$ cat src/design/orp_twa_pkg.sv
// Shared constants and control types of the ORP trimmed window average block.
`default_nettype none

package orp_twa_pkg;

	// Window and sample geometry
	localparam int WINDOW_LENGTH = 40;
	localparam int SAMPLE_W      = 10;
	localparam int ADC_FULL      = 1023;
	localparam int IDX_W         = $clog2(WINDOW_LENGTH);
	localparam int CNT_W         = $clog2(WINDOW_LENGTH + 1);
	localparam int TOTAL_W       = $clog2(WINDOW_LENGTH * ADC_FULL + 1);

	// Potential conversion: x = trunc((2000*DEN - 5000*sum) / DEN) - offset
	localparam int DEN        = (WINDOW_LENGTH - 2) * ADC_FULL;
	localparam int SCALE_MV   = 5000;
	localparam int PROD_W     = $clog2(SCALE_MV * DEN + 1);
	localparam int QUO_W      = $clog2(SCALE_MV + 1);
	localparam int X_HIGH     = 2000;
	localparam int X_LOW      = -3000;
	localparam int OUT_LOW    = -2000;
	localparam int X_W        = 14;

	// Quotient estimate: floor(sum * RECIP_DEN / 2^DIV_SH) is exact or one low
	localparam int DIV_SH     = 24;
	localparam int RECIP_DEN  = int'((longint'(SCALE_MV) << DIV_SH) / longint'(DEN));
	localparam int RECIP_W    = $clog2(RECIP_DEN + 1);
	localparam int EST_W      = TOTAL_W + RECIP_W;
	localparam int DIV_STEPS  = 3;
	localparam int QCNT_W     = $clog2(DIV_STEPS);

	// Output mapping: (x - X_LOW) * 4 / 5, divide by 5 through a reciprocal
	localparam int SPAN_W     = 15;
	localparam int RECIP5     = 52429;
	localparam int RECIP_SH   = 18;
	localparam int MAP_W      = 31;

	// Port field widths
	localparam int OFF_W      = 10;
	localparam int ORP_W      = 12;
	localparam int TSUM_W     = 16;
	localparam int S_TDATA_W  = 16;
	localparam int M_TDATA_W  = 32;

	// Commands from the controller to the datapath
	typedef struct packed {
		logic load;
		logic walk;
		logic trim;
		logic div_init;
		logic div_step;
		logic conv;
		logic map;
		logic emit;
	} cmd_t;

	// Status from the datapath to the controller
	typedef struct packed {
		logic walk_done;
		logic div_last;
		logic out_free;
	} stat_t;

endpackage

`default_nettype wire

$ cat src/design/orp_twa_dp.sv
// Datapath: sample ring, trimmed sum walk, divider, mapping and output register.
`default_nettype none

module orp_twa_dp (
	input  wire logic                                   clk,
	input  wire logic                                   arst_n,
	input  wire orp_twa_pkg::cmd_t                      cmd,
	input  wire logic [orp_twa_pkg::SAMPLE_W-1:0]       sample,
	input  wire logic                                   cfg_valid,
	output logic                                        cfg_ready,
	input  wire logic [orp_twa_pkg::OFF_W-1:0]          cfg_data,
	input  wire logic                                   m_tready,
	output logic                                        m_tvalid,
	output logic [orp_twa_pkg::M_TDATA_W-1:0]           m_tdata,
	output orp_twa_pkg::stat_t                          stat
);

	localparam int PAD_W = orp_twa_pkg::M_TDATA_W - orp_twa_pkg::TSUM_W - orp_twa_pkg::ORP_W;

	// Ring storage and its valid bits
	logic [orp_twa_pkg::SAMPLE_W-1:0]      mem [orp_twa_pkg::WINDOW_LENGTH];
	logic [orp_twa_pkg::WINDOW_LENGTH-1:0] valid_q;
	logic [orp_twa_pkg::IDX_W-1:0]         wr_pos_q;

	// Walk
	logic [orp_twa_pkg::CNT_W-1:0]         rd_cnt_q;
	logic                                  rd_issue;
	logic                                  pend_s1;
	logic [orp_twa_pkg::SAMPLE_W-1:0]      rd_data_s1;
	logic                                  rd_valid_s1;
	logic [orp_twa_pkg::SAMPLE_W-1:0]      rd_val;
	logic [orp_twa_pkg::TOTAL_W-1:0]       total_q;
	logic [orp_twa_pkg::SAMPLE_W-1:0]      lo_q;
	logic [orp_twa_pkg::SAMPLE_W-1:0]      hi_q;
	logic [orp_twa_pkg::TOTAL_W-1:0]       trim_q;

	// Divider
	logic [orp_twa_pkg::EST_W-1:0]         est_q;
	logic [orp_twa_pkg::PROD_W-1:0]        num_q;
	logic [orp_twa_pkg::PROD_W-1:0]        rem_q;
	logic [orp_twa_pkg::QUO_W-1:0]         quo_q;
	logic [orp_twa_pkg::QCNT_W-1:0]        div_cnt_q;

	// Conversion and mapping
	logic signed [orp_twa_pkg::OFF_W-1:0]  offset_q;
	logic                                  corr;
	logic signed [orp_twa_pkg::X_W-1:0]    x_raw;
	logic signed [orp_twa_pkg::X_W-1:0]    x_sat;
	logic signed [orp_twa_pkg::X_W-1:0]    x_span;
	logic [orp_twa_pkg::SPAN_W-1:0]        span_q;
	logic [orp_twa_pkg::MAP_W-1:0]         prod_q;
	logic [orp_twa_pkg::ORP_W-1:0]         orp_val;

	// Output register
	logic                                  out_valid_q;
	logic [orp_twa_pkg::M_TDATA_W-1:0]     out_data_q;

	assign cfg_ready = 1'b1;
	assign rd_issue  = cmd.walk && (rd_cnt_q != orp_twa_pkg::CNT_W'(orp_twa_pkg::WINDOW_LENGTH));
	assign rd_val    = rd_valid_s1 ? rd_data_s1 : '0;

	// Offset register
	always_ff @(posedge clk or negedge arst_n) begin
		if (!arst_n) begin
			offset_q <= '0;
		end else if (cfg_valid) begin
			offset_q <= cfg_data;
		end
	end

	// Write the new sample, read one entry per walk step
	always_ff @(posedge clk) begin
		if (cmd.load) begin
			mem[wr_pos_q] <= sample;
		end
		if (rd_issue) begin
			rd_data_s1  <= mem[rd_cnt_q[orp_twa_pkg::IDX_W-1:0]];
			rd_valid_s1 <= valid_q[rd_cnt_q[orp_twa_pkg::IDX_W-1:0]];
		end
	end

	// Advance write position, valid bits and walk counter
	always_ff @(posedge clk or negedge arst_n) begin
		if (!arst_n) begin
			valid_q  <= '0;
			wr_pos_q <= '0;
			rd_cnt_q <= '0;
			pend_s1  <= 1'b0;
		end else if (cmd.load) begin
			valid_q[wr_pos_q] <= 1'b1;
			if (wr_pos_q == orp_twa_pkg::IDX_W'(orp_twa_pkg::WINDOW_LENGTH - 1)) begin
				wr_pos_q <= '0;
			end else begin
				wr_pos_q <= wr_pos_q + 1'b1;
			end
			rd_cnt_q <= '0;
			pend_s1  <= 1'b0;
		end else begin
			pend_s1 <= rd_issue;
			if (rd_issue) begin
				rd_cnt_q <= rd_cnt_q + 1'b1;
			end
		end
	end

	// Accumulate total, minimum and maximum
	always_ff @(posedge clk) begin
		if (cmd.load) begin
			total_q <= '0;
			lo_q    <= orp_twa_pkg::SAMPLE_W'(orp_twa_pkg::ADC_FULL);
			hi_q    <= '0;
		end else if (pend_s1) begin
			total_q <= total_q + orp_twa_pkg::TOTAL_W'(rd_val);
			if (rd_val < lo_q) begin
				lo_q <= rd_val;
			end
			if (rd_val > hi_q) begin
				hi_q <= rd_val;
			end
		end
	end

	// Drop one minimum and one maximum
	always_ff @(posedge clk) begin
		if (cmd.trim) begin
			trim_q <= total_q - orp_twa_pkg::TOTAL_W'(lo_q) - orp_twa_pkg::TOTAL_W'(hi_q);
		end
	end

	// Divide 5000*sum by DEN: estimate by reciprocal, back-multiply, fix up by one
	always_ff @(posedge clk) begin
		if (cmd.div_init) begin
			est_q <= orp_twa_pkg::EST_W'(trim_q) * orp_twa_pkg::EST_W'(orp_twa_pkg::RECIP_DEN);
			num_q <= orp_twa_pkg::PROD_W'(trim_q) * orp_twa_pkg::PROD_W'(orp_twa_pkg::SCALE_MV);
		end else if (cmd.div_step) begin
			if (div_cnt_q == orp_twa_pkg::QCNT_W'(orp_twa_pkg::DIV_STEPS - 1)) begin
				quo_q <= est_q[orp_twa_pkg::DIV_SH+orp_twa_pkg::QUO_W-1:orp_twa_pkg::DIV_SH];
			end else if (div_cnt_q != '0) begin
				rem_q <= num_q
					- orp_twa_pkg::PROD_W'(quo_q) * orp_twa_pkg::PROD_W'(orp_twa_pkg::DEN);
			end else if (rem_q >= orp_twa_pkg::PROD_W'(orp_twa_pkg::DEN)) begin
				rem_q <= rem_q - orp_twa_pkg::PROD_W'(orp_twa_pkg::DEN);
				quo_q <= quo_q + 1'b1;
			end
		end
	end

	// Count divide steps
	always_ff @(posedge clk or negedge arst_n) begin
		if (!arst_n) begin
			div_cnt_q <= '0;
		end else if (cmd.div_init) begin
			div_cnt_q <= orp_twa_pkg::QCNT_W'(orp_twa_pkg::DIV_STEPS - 1);
		end else if (cmd.div_step) begin
			div_cnt_q <= div_cnt_q - 1'b1;
		end
	end

	// Truncate toward zero, subtract offset, saturate
	always_comb begin
		corr   = (rem_q != '0) && (quo_q < orp_twa_pkg::QUO_W'(orp_twa_pkg::X_HIGH));
		x_raw  = orp_twa_pkg::X_W'(orp_twa_pkg::X_HIGH) - orp_twa_pkg::X_W'(quo_q)
			- orp_twa_pkg::X_W'(corr) - orp_twa_pkg::X_W'(offset_q);
		if (x_raw < orp_twa_pkg::X_W'(orp_twa_pkg::X_LOW)) begin
			x_sat = orp_twa_pkg::X_W'(orp_twa_pkg::X_LOW);
		end else if (x_raw > orp_twa_pkg::X_W'(orp_twa_pkg::X_HIGH)) begin
			x_sat = orp_twa_pkg::X_W'(orp_twa_pkg::X_HIGH);
		end else begin
			x_sat = x_raw;
		end
		x_span = x_sat - orp_twa_pkg::X_W'(orp_twa_pkg::X_LOW);
	end

	// Hold four times the span above the low limit, then scale by one fifth
	always_ff @(posedge clk) begin
		if (cmd.conv) begin
			span_q <= orp_twa_pkg::SPAN_W'($unsigned(x_span)) << 2;
		end
		if (cmd.map) begin
			prod_q <= orp_twa_pkg::MAP_W'(span_q) * orp_twa_pkg::MAP_W'(orp_twa_pkg::RECIP5);
		end
	end

	assign orp_val = orp_twa_pkg::ORP_W'(prod_q[orp_twa_pkg::MAP_W-1:orp_twa_pkg::RECIP_SH])
		+ orp_twa_pkg::ORP_W'(orp_twa_pkg::OUT_LOW);

	// Output register: load on emit, drop once taken
	always_ff @(posedge clk or negedge arst_n) begin
		if (!arst_n) begin
			out_valid_q <= 1'b0;
		end else if (cmd.emit) begin
			out_valid_q <= 1'b1;
		end else if (m_tready) begin
			out_valid_q <= 1'b0;
		end
	end

	always_ff @(posedge clk) begin
		if (cmd.emit) begin
			out_data_q <= {PAD_W'(0), orp_twa_pkg::TSUM_W'(trim_q), orp_val};
		end
	end

	assign m_tvalid       = out_valid_q;
	assign m_tdata        = out_data_q;
	assign stat.walk_done = (rd_cnt_q == orp_twa_pkg::CNT_W'(orp_twa_pkg::WINDOW_LENGTH)) && !pend_s1;
	assign stat.div_last  = (div_cnt_q == '0);
	assign stat.out_free  = !out_valid_q || m_tready;

endmodule

`default_nettype wire

$ cat src/design/orp_twa_ctrl.sv
// Controller: sequences accept, ring walk, divide, conversion and result hand-off.
`default_nettype none

module orp_twa_ctrl (
	input  wire logic                clk,
	input  wire logic                arst_n,
	input  wire logic                s_tvalid,
	output logic                     s_tready,
	input  wire orp_twa_pkg::stat_t  stat,
	output orp_twa_pkg::cmd_t        cmd
);

	typedef enum logic [2:0] {
		ST_IDLE,
		ST_WALK,
		ST_TRIM,
		ST_DIV_INIT,
		ST_DIV,
		ST_CONV,
		ST_MAP,
		ST_EMIT
	} state_t;

	state_t state_q;
	logic   s_tready_q;

	assign s_tready = s_tready_q;

	// Decode commands from the current state
	always_comb begin
		cmd = '0;
		unique case (state_q)
			ST_IDLE:     cmd.load     = s_tvalid && s_tready_q;
			ST_WALK:     cmd.walk     = 1'b1;
			ST_TRIM:     cmd.trim     = 1'b1;
			ST_DIV_INIT: cmd.div_init = 1'b1;
			ST_DIV:      cmd.div_step = 1'b1;
			ST_CONV:     cmd.conv     = 1'b1;
			ST_MAP:      cmd.map      = 1'b1;
			ST_EMIT:     cmd.emit     = stat.out_free;
			default:     cmd          = '0;
		endcase
	end

	// Advance state, hold input ready while idle
	always_ff @(posedge clk or negedge arst_n) begin
		if (!arst_n) begin
			state_q    <= ST_IDLE;
			s_tready_q <= 1'b1;
		end else begin
			unique case (state_q)
				ST_IDLE: begin
					if (s_tvalid && s_tready_q) begin
						state_q    <= ST_WALK;
						s_tready_q <= 1'b0;
					end
				end
				ST_WALK: begin
					if (stat.walk_done) begin
						state_q <= ST_TRIM;
					end
				end
				ST_TRIM:     state_q <= ST_DIV_INIT;
				ST_DIV_INIT: state_q <= ST_DIV;
				ST_DIV: begin
					if (stat.div_last) begin
						state_q <= ST_CONV;
					end
				end
				ST_CONV:     state_q <= ST_MAP;
				ST_MAP:      state_q <= ST_EMIT;
				ST_EMIT: begin
					if (stat.out_free) begin
						state_q    <= ST_IDLE;
						s_tready_q <= 1'b1;
					end
				end
				default: begin
					state_q    <= ST_IDLE;
					s_tready_q <= 1'b1;
				end
			endcase
		end
	end

endmodule

`default_nettype wire

$ cat src/design/orp_trimmed_window_average.sv
// Top level of the ORP trimmed window average block.
//
// Input stream (s_tvalid/s_tready/s_tdata) carries one 10-bit ADC sample per
// request. Each sample is written into a 40-entry ring; the ring is then
// summed with one minimum and one maximum dropped, converted to a potential
// in millivolts, offset-corrected, saturated and mapped to -2000..2000.
// Output stream (m_tvalid/m_tready/m_tdata) carries one result per sample.
// The cfg channel writes the signed zero-drift offset; write it while idle.
// The result is registered; the block takes no new sample until the previous
// result has been loaded into the output register. The walk reads one ring
// entry per cycle through the single memory read port, followed by trim, a
// three-step reciprocal divide, conversion and mapping.
// Reset clears the ring's valid bits (unwritten entries read as zero), the write position and the offset.
// A stalled receiver holds the result in the output register; the next
// sample is still taken and processed, and its result waits until the
// output register is free.
`default_nettype none

module orp_trimmed_window_average (
	input  wire logic                                 clk,
	input  wire logic                                 arst_n,
	// s_tdata: [9:0] sample
	input  wire logic                                 s_tvalid,
	output logic                                      s_tready,
	input  wire logic [orp_twa_pkg::S_TDATA_W-1:0]    s_tdata,
	// m_tdata: [11:0] orp_mv, [27:12] trimmed_sum
	output logic                                      m_tvalid,
	input  wire logic                                 m_tready,
	output logic [orp_twa_pkg::M_TDATA_W-1:0]         m_tdata,
	// cfg_data: offset_mv
	input  wire logic                                 cfg_valid,
	output logic                                      cfg_ready,
	input  wire logic [orp_twa_pkg::OFF_W-1:0]        cfg_data
);

	orp_twa_pkg::cmd_t  cmd;
	orp_twa_pkg::stat_t stat;

	orp_twa_ctrl u_ctrl (
		.clk      (clk),
		.arst_n   (arst_n),
		.s_tvalid (s_tvalid),
		.s_tready (s_tready),
		.stat     (stat),
		.cmd      (cmd)
	);

	orp_twa_dp u_dp (
		.clk       (clk),
		.arst_n    (arst_n),
		.cmd       (cmd),
		.sample    (s_tdata[orp_twa_pkg::SAMPLE_W-1:0]),
		.cfg_valid (cfg_valid),
		.cfg_ready (cfg_ready),
		.cfg_data  (cfg_data),
		.m_tready  (m_tready),
		.m_tvalid  (m_tvalid),
		.m_tdata   (m_tdata),
		.stat      (stat)
	);

endmodule

`default_nettype wire

$ cat config.mk
export PLATFORM = sky130hd
export DESIGN_NAME = orp_trimmed_window_average
export DESIGN_NICKNAME = d
export VERILOG_FILES = /design/src/design/orp_twa_pkg.sv /design/src/design/orp_twa_dp.sv /design/src/design/orp_twa_ctrl.sv /design/src/design/orp_trimmed_window_average.sv
export SDC_FILE = /design/constraint.sdc
export NUM_CORES = 2
export LEC_CHECK = 0
export BUFFER_PORTS_ARGS = -buffer_cell sky130_fd_sc_hd__buf_2
export CORE_MARGIN = 10
export CORE_UTILIZATION = 60
export CTS_CLUSTER_SIZE = 20
export DETAILED_ROUTE_END_ITERATION = 8
export PLACE_DENSITY = 0.79
export SYNTH_ARGS = -nofsm -noshare
export SYNTH_HDL_FRONTEND = slang
export SYNTH_SLANG_ARGS = --single-unit
$ cat constraint.sdc
create_clock -name clk -period 13.7 [get_ports clk]
set_input_delay 1.37 -clock clk [delete_from_list [all_inputs] [get_ports clk]]
set_output_delay 1.37 -clock clk [all_outputs]
set_load 0.03 [all_outputs]
==> results.toml <==
[place]
io_buffers = 54
routabilityCongestion = 0.8968
dp_hpwl_um = 63440

[cts]
ctsHoldBuffers = 0
clk_latency_ns = 0.64
numClockSinks = 664
root_buffer = "clkbuf_16"
postCtsSetupBuffers = 0
numCtsBuffers = 71
clockBufferDepth = 3
path_clk_slew_ns = 0.06
cts_tree = "built"
htreeDepth = 3
ctsResizeCount = 0

[route]
drt_wl_total_um = 89520
vias = 25660
via_per_inst = 5.843
drt_iter0_drc = 1903
ant_nets = 0
dr.pass1.iters = 5
remaining_drc_errors = 0
avgRoutedWirePerCell_um = 20.38

[hold_path]
holdCritPathClass = "reg -> reg"

[die]
die_y_um = 287.2
die_area_um2 = 82470
start_util = 0.6085
ios = 66
fp.coreArea_um2 = 70390
die_x_um = 287.2
num_rows = 97

[grt]
busiest_layer = "met2"
grt_util_all_layers = 0.2245
grt_pass1_vias = 26870
grt_max_degree = 60
antenna_found_initial = 0
gr-usage-met3 = 0.03477
gr-total-overflow = 0
use_met1 = 0.2923
grtUsageMet2 = 0.3813
grt_pass1_wl_um = 146300

[status]
status = "completed"

[sta]
slew_viol_final = 0
worst_pin_slew_ns = 1.206
fin_crit_sh = 0.5972
hold_viol = 0
tns_ns = 0
setup_viol = 0
finClkSkew_ns = 0.04168
fmax_mhz = 122.2
finalCriticalPeriod_ns = 8.182
rsz0062_at_grt = "false"
max_slew_margin = 0.1930

[synth]
synthArstFlopShare = 0.1054
yosysWarnings = 0
synth.largest_area_cell = "edfxtp_1"
synth_area_per_cell_um2 = 12.88
synth_area_um2 = 42830
ys_types = 94
synth_edf_count = 558
synth_top_area_frac = 0.3912
synthTopCellsByArea = "edfxtp_1 39%, ha_1 13%, fa_1 12%, mux4_2 6.9%, inv_1 4.5%"
yosys_register_bits = 664
yosysSeqAreaShare = 0.4490
synth_ff_type = "edfxtp_1"
syn_inst = 3326

[finish]
drive_above_1_share = 0.1156
nNetsFinal = 4133
area_growth_pct = 8.822
num_antenna_cells = 0
post-route-util = 0.6621

[critical_path]
endpoint_kind = "flip-flop"
arrival_ns = 8.64
worstPathRequired_ns = 14.16
path_max_fanout = 8
critPathKind = "reg -> reg"
slowest_stage = "fa_1"
cp-start-kind = "flip-flop"
crit_buf_inv = 5
cp_top_family = "adder cells"
critical_path.max_stage_delay_ns = 0.66

[job]
cap_violations = 0
==> cells in the final DEF (no fill, tap or decap), types with 9 or more instances in the layout <==
cell	count
mux4_2	132
or3_1	16
nand4_1	16
xnor2_1	104
and2_1	16
a211oi_1	23
and3_1	15
nand2_1	135
nor3_1	44
mux2i_1	34
inv_1	519
clkbuf_16	71
fa_1	252
clkinv_2	9
dfrtp_1	66
bufinv_16	10
o211ai_1	20
nor2_1	176
a31oi_1	13
nor2b_1	32
dfxtp_1	36
clkinv_1	10
clkbuf_1	17
edfxtp_1	558
a21oi_1	100
buf_2	53
ha_1	453
nand3_1	31
a21o_1	31
or2_2	50
o21ai_0	94
buf_4	21
o21a_1	25
xor2_1	54
nand2b_1	23
nand3b_1	9
==> flip-flops by register name, summed over array words and instances, names as in the netlist, 2 cells and up <==
register         count
u_ctrl.state_q       3
u_dp.div_cnt_q       2
u_dp.est_q          16
u_dp.hi_q           10
u_dp.lo_q           10
u_dp.m_tdata        28
u_dp.mem           400
u_dp.num_q          22
u_dp.offset_q       10
u_dp.prod_q         12
u_dp.quo_q          13
u_dp.rd_cnt_q        6
u_dp.rd_data_s1     10
u_dp.rem_q          27
u_dp.span_q         13
u_dp.total_q        16
u_dp.trim_q         16
u_dp.valid_q        40
u_dp.wr_pos_q        6
==> path summary, 6_finish.rpt <==
| kind | depth (start not counted) | end | slack, ns | from |
|---|---|---|---|---|
| min reg2reg | 0 | u_dp.m_tdata[3] | 0.41 | u_dp.prod_q[21] |
| max | 28 | u_dp.rem_q[27] | 5.52 | u_dp.quo_q[2] |
| max in group asynchronous | 2 | u_dp.rd_cnt_q[0] | 11.88 | arst_n |
| min in group asynchronous | 1 | u_dp.offset_q[7] | 0.59 | arst_n |
| min | 0 | u_dp.m_tdata[3] | 0.41 | u_dp.prod_q[21] |
| max reg2reg | 28 | u_dp.rem_q[27] | 5.52 | u_dp.quo_q[2] |
==> cell families (layout without fill, tap and decap cells) <==
kind of cell / Yosys count / count (layout) / synth area share
adder cells (fa/ha/maj): 706 / 706 / 0.2504
flip-flops: 664 / 664 / 0.4490
AND/OR/NAND/NOR: 616 / 616 / 0.07274
buffers and inverters: 600 / 723 / 0.05320
AO/OA/AOI/OAI: 408 / 408 / 0.06328
multiplexers: 172 / 172 / 0.07893
XOR/XNOR: 158 / 158 / 0.03231
other: 2 / 5 / 0.0001753
==> metal layers <==
layer,share of wire,up-vias
met3,0.056,138
met5,0,-
met2,0.50,789
met1,0.42,12830
met4,0.032,0
li1,-,11910
==> synth_stat cells (33+ instances only) <==
cell type and instances:
a21oi_1 100, clkbuf_1 58, dfrtp_1 69, dfxtp_1 36, edfxtp_1 558, fa_1 252, ha_1 454, inv_1 519
mux2i_1 34, mux4_2 132, nand2_1 135, nor2_1 177, nor2b_1 33, nor3_1 45, o21ai_0 95, or2_2 50
xnor2_1 104, xor2_1 54
==> through the flow <==
step / area, um^2 / setup WS [ns] / hold slack, ns / std cells
finish: 46610 / 5.518 / 0.4097 / 4392
global route: 46610 / 5.051 / 0.4214 / 4392
CTS: 46610 / 5.571 / 0.4123 / 4392
detailed placement: 44150 / 5.650 / 0.4056 / 4263
global placement: 44150 / 5.696 / 0.4014 / 4263
floorplan: 42840 / 6.441 / 0.4003 / 3329
==> cell type report <==
cell class	count	area, um^2
inverters	520	1952
clock inverters	39	590.6
repair buffers	74	422.9
fillers	4989	23780
multi-input cells	2065	21360
flip-flops and latches	664	19240
well taps	940	1176
clock buffers	90	1868
Power is left out: the tool's default activity adds up to more than one toggle a clock period on the data nets, which glitch-free logic cannot reach.
